`config.mk`:
```
export PLATFORM = sky130hd
export DESIGN_NAME = pqad_argmin
export DESIGN_NICKNAME = d
export VERILOG_FILES = /design/src/pqad_pkg.sv /design/src/pqad_argmin.sv
export VERILOG_INCLUDE_DIRS = /design/src /design/src/src
export SDC_FILE = /design/constraint.sdc
export NUM_CORES = 2
export LEC_CHECK = 0
export BUFFER_PORTS_ARGS = -buffer_cell sky130_fd_sc_hd__buf_2
export CORE_AREA = 4 4 418 420
export CTS_CLUSTER_DIAMETER = 80
export CTS_CLUSTER_SIZE = 16
export DETAILED_ROUTE_END_ITERATION = 8
export DIE_AREA = 0 0 422 424
export PLACE_DENSITY = 0.54
export SYNTH_ARGS = -nofsm -noshare
export SYNTH_HDL_FRONTEND = slang
export SYNTH_SLANG_ARGS = --single-unit
```
`constraint.sdc`:
```
create_clock -name clk -period 4.75 [get_ports clk]
set_clock_uncertainty 0.1 [all_clocks]
set_input_delay 0.95 -clock clk [delete_from_list [all_inputs] [get_ports clk]]
set_output_delay 0.95 -clock clk [all_outputs]
set_load 0.05 [all_outputs]
```
`src/palette_quantize_alpha_dither_assert.svh`:
```
// Assertion macros shared by the palette quantizer modules.
`ifndef PALETTE_QUANTIZE_ALPHA_DITHER_ASSERT_SVH
`define PALETTE_QUANTIZE_ALPHA_DITHER_ASSERT_SVH

// The consequent must hold in the same cycle as the antecedent.
`define PQAD_ASSERT_IMP(label, ante, cons, msg) \
	label: assert property (@(posedge clk) disable iff (!arst_n) (ante) |-> (cons)) \
		else $error(msg);

// The consequent must hold after the delay dly, counted from the antecedent.
`define PQAD_ASSERT_DELAY(label, ante, dly, cons, msg) \
	label: assert property (@(posedge clk) disable iff (!arst_n) (ante) |-> ##dly (cons)) \
		else $error(msg);

`endif

```
`src/pqad_pkg.sv`:
```
// Types, tables and constants of the palette quantizer.
`default_nettype none
package pqad_pkg;
	localparam int PAL_COUNT = 54;
	localparam int IDX_W = 6;
	localparam int DIST_W = 20;

	typedef struct packed {
		logic valid;
		logic kill;
	} pqad_ctl_t;

	typedef struct packed {
		logic [DIST_W-1:0] d;
		logic [IDX_W-1:0] idx;
	} pqad_cand_t;

	localparam logic [3:0] BAYER_RANK [16] = '{
		4'd0, 4'd8, 4'd2, 4'd10,
		4'd12, 4'd4, 4'd14, 4'd6,
		4'd3, 4'd11, 4'd1, 4'd9,
		4'd15, 4'd7, 4'd13, 4'd5
	};

	localparam logic [23:0] PALETTE [PAL_COUNT] = '{
		{8'd255, 8'd250, 8'd235}, {8'd255, 8'd232, 8'd170}, {8'd255, 8'd205, 8'd105},
		{8'd252, 8'd170, 8'd60}, {8'd245, 8'd130, 8'd35}, {8'd230, 8'd95, 8'd25},
		{8'd205, 8'd60, 8'd20}, {8'd160, 8'd32, 8'd24}, {8'd96, 8'd18, 8'd22},
		{8'd48, 8'd14, 8'd18}, {8'd38, 8'd26, 8'd22}, {8'd62, 8'd50, 8'd44},
		{8'd96, 8'd84, 8'd76}, {8'd140, 8'd128, 8'd118}, {8'd246, 8'd234, 8'd206},
		{8'd232, 8'd214, 8'd176}, {8'd210, 8'd188, 8'd142}, {8'd178, 8'd152, 8'd106},
		{8'd138, 8'd110, 8'd70}, {8'd96, 8'd70, 8'd40}, {8'd58, 8'd42, 8'd24},
		{8'd92, 8'd62, 8'd30}, {8'd176, 8'd40, 8'd44}, {8'd120, 8'd20, 8'd30},
		{8'd206, 8'd212, 8'd222}, {8'd168, 8'd178, 8'd194}, {8'd124, 8'd136, 8'd156},
		{8'd92, 8'd104, 8'd126}, {8'd64, 8'd74, 8'd94}, {8'd42, 8'd50, 8'd66},
		{8'd74, 8'd158, 8'd126}, {8'd128, 8'd96, 8'd162}, {8'd46, 8'd44, 8'd52},
		{8'd228, 8'd230, 8'd236}, {8'd214, 8'd118, 8'd122}, {8'd166, 8'd78, 8'd86},
		{8'd236, 8'd146, 8'd38}, {8'd226, 8'd216, 8'd196}, {8'd200, 8'd190, 8'd170},
		{8'd164, 8'd152, 8'd132}, {8'd140, 8'd128, 8'd112}, {8'd98, 8'd88, 8'd74},
		{8'd62, 8'd54, 8'd46}, {8'd232, 8'd168, 8'd60}, {8'd72, 8'd68, 8'd76},
		{8'd32, 8'd38, 8'd62}, {8'd52, 8'd62, 8'd98}, {8'd84, 8'd98, 8'd142},
		{8'd168, 8'd72, 8'd48}, {8'd206, 8'd104, 8'd66}, {8'd236, 8'd226, 8'd204},
		{8'd186, 8'd204, 8'd222}, {8'd132, 8'd156, 8'd184}, {8'd84, 8'd104, 8'd132}
	};
endpackage
`default_nettype wire

```
`src/pqad_argmin.sv`:
```
// Registered minimum tree over the palette distances, ties to the lower index.
`default_nettype none
module pqad_argmin import pqad_pkg::*; (
	input wire logic clk,
	input wire logic arst_n,
	input wire pqad_ctl_t ctl_in,
	input wire logic [PAL_COUNT-1:0][DIST_W-1:0] dist_in,
	output pqad_ctl_t ctl_out,
	output logic [IDX_W-1:0] idx_out
);
	`include "palette_quantize_alpha_dither_assert.svh"

	localparam int Leaves = 1 << IDX_W;

	pqad_ctl_t ctl_s6, ctl_s7, ctl_s8;
	pqad_cand_t leaf [Leaves];
	pqad_cand_t l1 [32];
	pqad_cand_t l2_s6 [16];
	pqad_cand_t l3 [8];
	pqad_cand_t l4_s7 [4];
	pqad_cand_t l5 [2];
	pqad_cand_t l6_s8;

	function automatic pqad_cand_t pick(pqad_cand_t lo, pqad_cand_t hi);
		return (hi.d < lo.d) ? hi : lo;
	endfunction

	always_comb begin
		for (int i = 0; i < PAL_COUNT; i++) begin
			leaf[i].idx = IDX_W'(i);
			leaf[i].d = dist_in[i];
		end
		for (int i = PAL_COUNT; i < Leaves; i++) begin
			leaf[i].idx = IDX_W'(i);
			leaf[i].d = '1;
		end
		for (int i = 0; i < 32; i++) begin
			l1[i] = pick(leaf[2*i], leaf[2*i+1]);
		end
		for (int i = 0; i < 8; i++) begin
			l3[i] = pick(l2_s6[2*i], l2_s6[2*i+1]);
		end
		for (int i = 0; i < 2; i++) begin
			l5[i] = pick(l4_s7[2*i], l4_s7[2*i+1]);
		end
	end

	always_ff @(posedge clk or negedge arst_n) begin
		if (!arst_n) begin
			ctl_s6 <= '0;
			ctl_s7 <= '0;
			ctl_s8 <= '0;
		end else begin
			ctl_s6 <= ctl_in;
			ctl_s7 <= ctl_s6;
			ctl_s8 <= ctl_s7;
		end
	end

	always_ff @(posedge clk) begin
		for (int i = 0; i < 16; i++) begin
			l2_s6[i] <= pick(l1[2*i], l1[2*i+1]);
		end
		for (int i = 0; i < 4; i++) begin
			l4_s7[i] <= pick(l3[2*i], l3[2*i+1]);
		end
		l6_s8 <= pick(l5[0], l5[1]);
	end

	assign ctl_out = ctl_s8;
	assign idx_out = l6_s8.idx;

	`PQAD_ASSERT_IMP(a_idx_range, ctl_s8.valid && !ctl_s8.kill,
		l6_s8.idx < IDX_W'(PAL_COUNT), "palette index out of range")
endmodule
`default_nettype wire

```
After elaboration in Yosys (flattened, before gate mapping)
Memory sizes are Yosys's and may differ from the RTL's.
Index checks and enable logic that the tools add are counted.
{ "totals": {"register_bits": 12, "ram_bits": 520, "input_bits": 1084, "output_inout_bits": 8, "elab_cells": 121, "memories": 2} }
{ "op_classes": {"n_lt_le_gt_ge": 56, "mux": 56} }
{ "mem_list": {"columns": ["name", "words", "word_bits", "read_ports", "rd_clocked_by_memory_dff", "write_ports", "line_no", "text"], "rows": [
  ["l2_s6", 16, 26, 16, 0, 16, "pqad_argmin.sv:18", "pqad_cand_t l2_s6 [16];"],
  ["l4_s7", 4, 26, 4, 0, 4, "pqad_argmin.sv:20", "pqad_cand_t l4_s7 [4];"]
]} }
{ "op_table": {"columns": ["operator", "count"], "rows": [
  ["26-bit two-way mux", 55],
  ["20-bit < comparator", 55],
  ["20-bit < comparator, first input constant", 1],
  ["6-bit two-way mux", 1]
]} }

Longest topological paths before layout
An unclocked memory read counts as a cell.
{ "logic_depth": {"word_depth": 5, "ltp_mapped": 23, "mapped_depth_nobuf": 20} }

Worst setup path after synthesis
OpenSTA, ideal clock, no wires.
{ "synth_timing": {"path_kind": "input to register", "start": "input port dist_in[49] (netlist name)", "end": "memory l2_s6[0][0] (netlist name)", "setup_ns": 0.076, "arrival_ns": 5.024, "path_slack_ns": -0.450, "path_stages": 18, "n_path_buf": 2, "cell_sequence": "inv_1 > ha_1 > a21oi_1 > nor2_1 > a2111oi_0 > a21oi_1 > nor2_1 > buf_1 > mux2i_1 > inv_1 > ha_1 > nand4_1 > nor3_1 > or4b_1 > nor2b_1 > a31oi_1 > clkbuf_1 > mux2i_1"} }
{ "synth_rtl": {"columns": ["element", "line_no", "text"], "rows": [
  ["from (decl)", "pqad_argmin.sv:7", "input wire logic [PAL_COUNT-1:0][DIST_W-1:0] dist_in,"],
  ["to (decl)", "pqad_argmin.sv:18", null]
]} }

==> impl_results.md <==
- Rows: 152
- RSZ-0062 raised after global routing: yes
- Remaining DRCs: 0
- IO Count: 1092
- Gr usage total: 0.217
- Comb pwr share: 0.673
- Leakage: 0.0369 uW
- Detail Route Antenna Nets: 0
- Skew-Pair Late Insertion Delay: 0.61 ns
- Worst Path Arrival: 5.13 ns
- Ys Warns: 0
- Filler cells: 17500
- Layout area overhead: 47.5%
- CP top delay family: compound AO/OA/AOI/OAI gates
- Commonest non-fill, non-tap cell in the layout: buf_4
- CP max stage delay: 0.42 ns
- Final net count: 9996
- Crit path max-delay cell type: a2111oi_4
- Crit-path cells: buf_2 > inv_2 > ha_4 > a2111oi_4 > o32a_1 > a31oi_4 > a2111oi_4 > buf_6 > buf_12 > mux2i_2 > buf_4 > inv_1 > ha_1 > a21oi_1 > nor2_1 > o31a_1 > o21ai_2 > a32oi_2 > a41oi_2 > a31oi_4 > inv_4 > mux2_4
- Root Buffer: clkbuf_16
- WS Path Type: in -> reg
- Internal power component: ~16000 uW
- Register area share after synthesis: 0.184
- CTS H-tree depth: 2
- Synthesized flop and latch total: ~410
- Clock buffer depth: 3
- Vias: 48400
- Minimum clock period: 4.73 ns
- CP startpoint kind: input pin
- First-pass GRT wire length: 296 mm
- Initial core utilization: 0.265
- Worst-path clk slew: about 0.08 ns
- Seq. cell area: approximately 0.0083 mm2
- Gate Count Post-Synth: 5582
- Min Hold Slack: between 0.09 and 0.1 ns
- Largest net degree at the start of global routing: 38
- Seq pwr share: 0.204
- Yosys cell types: 80
- Slew HR: 0.480
- Final hold vios: 0
- Crit. End Element: register
- Status: finished, final reports clean
- Largest area contributor in the netlist: ha_1
- WL/cell: between 20 and 25 um
- IO Port Bufs: about 1100
- Setup violators final: 0
- Final worst-path cycle share: 0.997
- Initial antenna violation count: 95
- Number of flops mapped to enable cells by yosys: 0
- Synthesized area per cell: 8.12 um2
- Net Count, Synth: 7673
- Drt pass-1 iters: 6
- GP Congestion: 0.979
- Peak VDD IR: 0.338 mV
- Pwr Density: 419 mW/mm2
- Largest cells by area after synthesis: ha_1 28%, dfxtp_1 18%, mux2i_1 16%, inv_1 8.4%, a21oi_1 6.2%
- Clock tree sinks: 414
- CTS tree: yes
- Cell area after synthesis: 0.0453 mm2
- Worst-margin pin slew: 0.758 ns
- Cell Count Post-Placement: 10000
- Area of the multi-input gates: 0.0343 mm2
- CTS Buf Count: 42
- Clock share of power: 0.122
- Detailed Place HPWL: 185 mm
- Vias in the first global route: between 40000 and 50000
- Vias per cell: 4.73
- Hold-fix buffers, CTS: 0
- Core region area: around 0.17 mm2
- Die width: 422 um
- Switching share of power: 0.442
- Post-synth top area share: 0.278
- Most frequent cells in the layout: 1248 x buf_4, 1078 x buf_2, 1004 x inv_1
- Critical path buffers and inverters: 7
- Die height: 424 um
- Post-synth ARST share: 0.0145
- Critical Path RT: 5.14 ns
- Hold WC Path Type: in -> async
- Maxcap violations: 0
- DRT Wirelength: 206 mm
- Non-Filler Instances: between 10000 and 15000
- Dominant synthesized flop cell: dfxtp_1
- P_sw: 12400 uW
- Fmax: 0.211 GHz
- Die Area: 0.179 mm2
- Layout cells sized above 1: 0.355
- DR iter-0 viols: between 2000 and 2500
- Fin. max-slew vios: 0
- Worst-path maximum fanout: 5
- Total gr overflow: 0
[worst paths after layout]
| kind | startpoint | endpoint | slack (ns) | cells past startpoint |
|---|---|---|---|---|
| min in group clk | ctl_s7[1]$_DFF_PN0_ | ctl_out[1]$_DFF_PN0_ | 0.25 | 0 |
| max | dist_in[521] | l2_s6[0][156]$_DFF_P_ | 0.02 | 22 |
| max in group asynchronous | arst_n | ctl_out[1]$_DFF_PN0_ | 4.28 | 1 |
| min | arst_n | ctl_s7[0]$_DFF_PN0_ | 0.09 | 1 |
| min reg2reg | ctl_s7[1]$_DFF_PN0_ | ctl_out[1]$_DFF_PN0_ | 0.25 | 0 |
| max reg2reg | l2_s6[0][202]$_DFF_P_ | l4_s7[1][23]$_DFF_P_ | 0.08 | 21 |
[power groups by stage]
stage	clock network [uW]	registers (uW)	logic, uW
after floorplan	0	5320	10300
after global placement	0	5770	17300
after detailed placement	0	5770	17600
after CTS	3570	5710	17900
after global routing	3680	5820	20800
final	3430	5710	18800
[Yosys cell counts, types with 58 or more instances]
| cell type | number |
|---|---|
| dfxtp_1 | 408 |
| nand2_1 | 210 |
| a21o_1 | 68 |
| clkbuf_1 | 85 |
| nor2_1 | 423 |
| nor3_1 | 61 |
| a21oi_1 | 565 |
| mux2i_1 | 732 |
| o21ai_0 | 185 |
| a211oi_1 | 69 |
| ha_1 | 1007 |
| nand4_1 | 99 |
| inv_1 | 1018 |
| nand3_1 | 58 |
[per-stage QoR]
step | TNS, ns | power (uW) | setup slack [ns] | cell area, um2 | utilization
2_1_floorplan | -2.08 | 15600 | -0.112 | 45700 | -
3_3_place_gp | -135.82 | 23000 | -0.851 | 63200 | 0.370
3_5_place_dp | -146.30 | 23400 | -0.843 | 63200 | 0.370
4_1_cts | -0.0208 | 27200 | -0.0208 | 64800 | 0.379
5_1_grt | -3.54 | 30300 | -0.131 | 66800 | 0.391
6_report | 0 | 28000 | 0.0160 | 66900 | 0.391
[flip-flops by register name, summed over array words and instances (netlist names)]
signal,count
ctl_out,2
ctl_s6,2
ctl_s7,2
idx_out,6
l2_s6,307
l4_s7,95
[routing by layer]
layer  GRT usage  vias up  wire, um
li1            -    24300         -
met1       0.256    22500     85600
met2       0.406     1188    105000
met3      0.0294      302      9030
met4      0.0617       28      6610
met5           0        -       185
[cell families after synthesis]
| logic type | share of synthesized area |
|---|---|
| AO/OA/AOI/OAI | 0.155 |
| buffers and inverters | 0.0969 |
| AND/OR/NAND/NOR | 0.104 |
| adder cells (fa/ha/maj) | 0.278 |
| multiplexers | 0.182 |
| flip-flops | 0.184 |
[area by class of cell]
cell class              instances  share of cell area
flip-flops and latches        414               0.125
clock buffers                  51              0.0173
clock inverters                20             0.00314
diodes                         54             0.00202
well taps                    2233              0.0418
inverters                    1031              0.0583
multi-input cells            4010               0.513
repair buffers               2406               0.240
[what timing repair did]
| action | in CTS | in global routing |
|---|---|---|
| pin swaps | 6 | 63 |
| cloned | 2 | 9 |
| buffers inserted | 7 | 34 |
| hold endpoints to repair | 0 | 0 |
| setup endpoints to repair | 81 | 315 |
| resized for setup | 29 | 331 |
(Power assumes the default switching activity.)
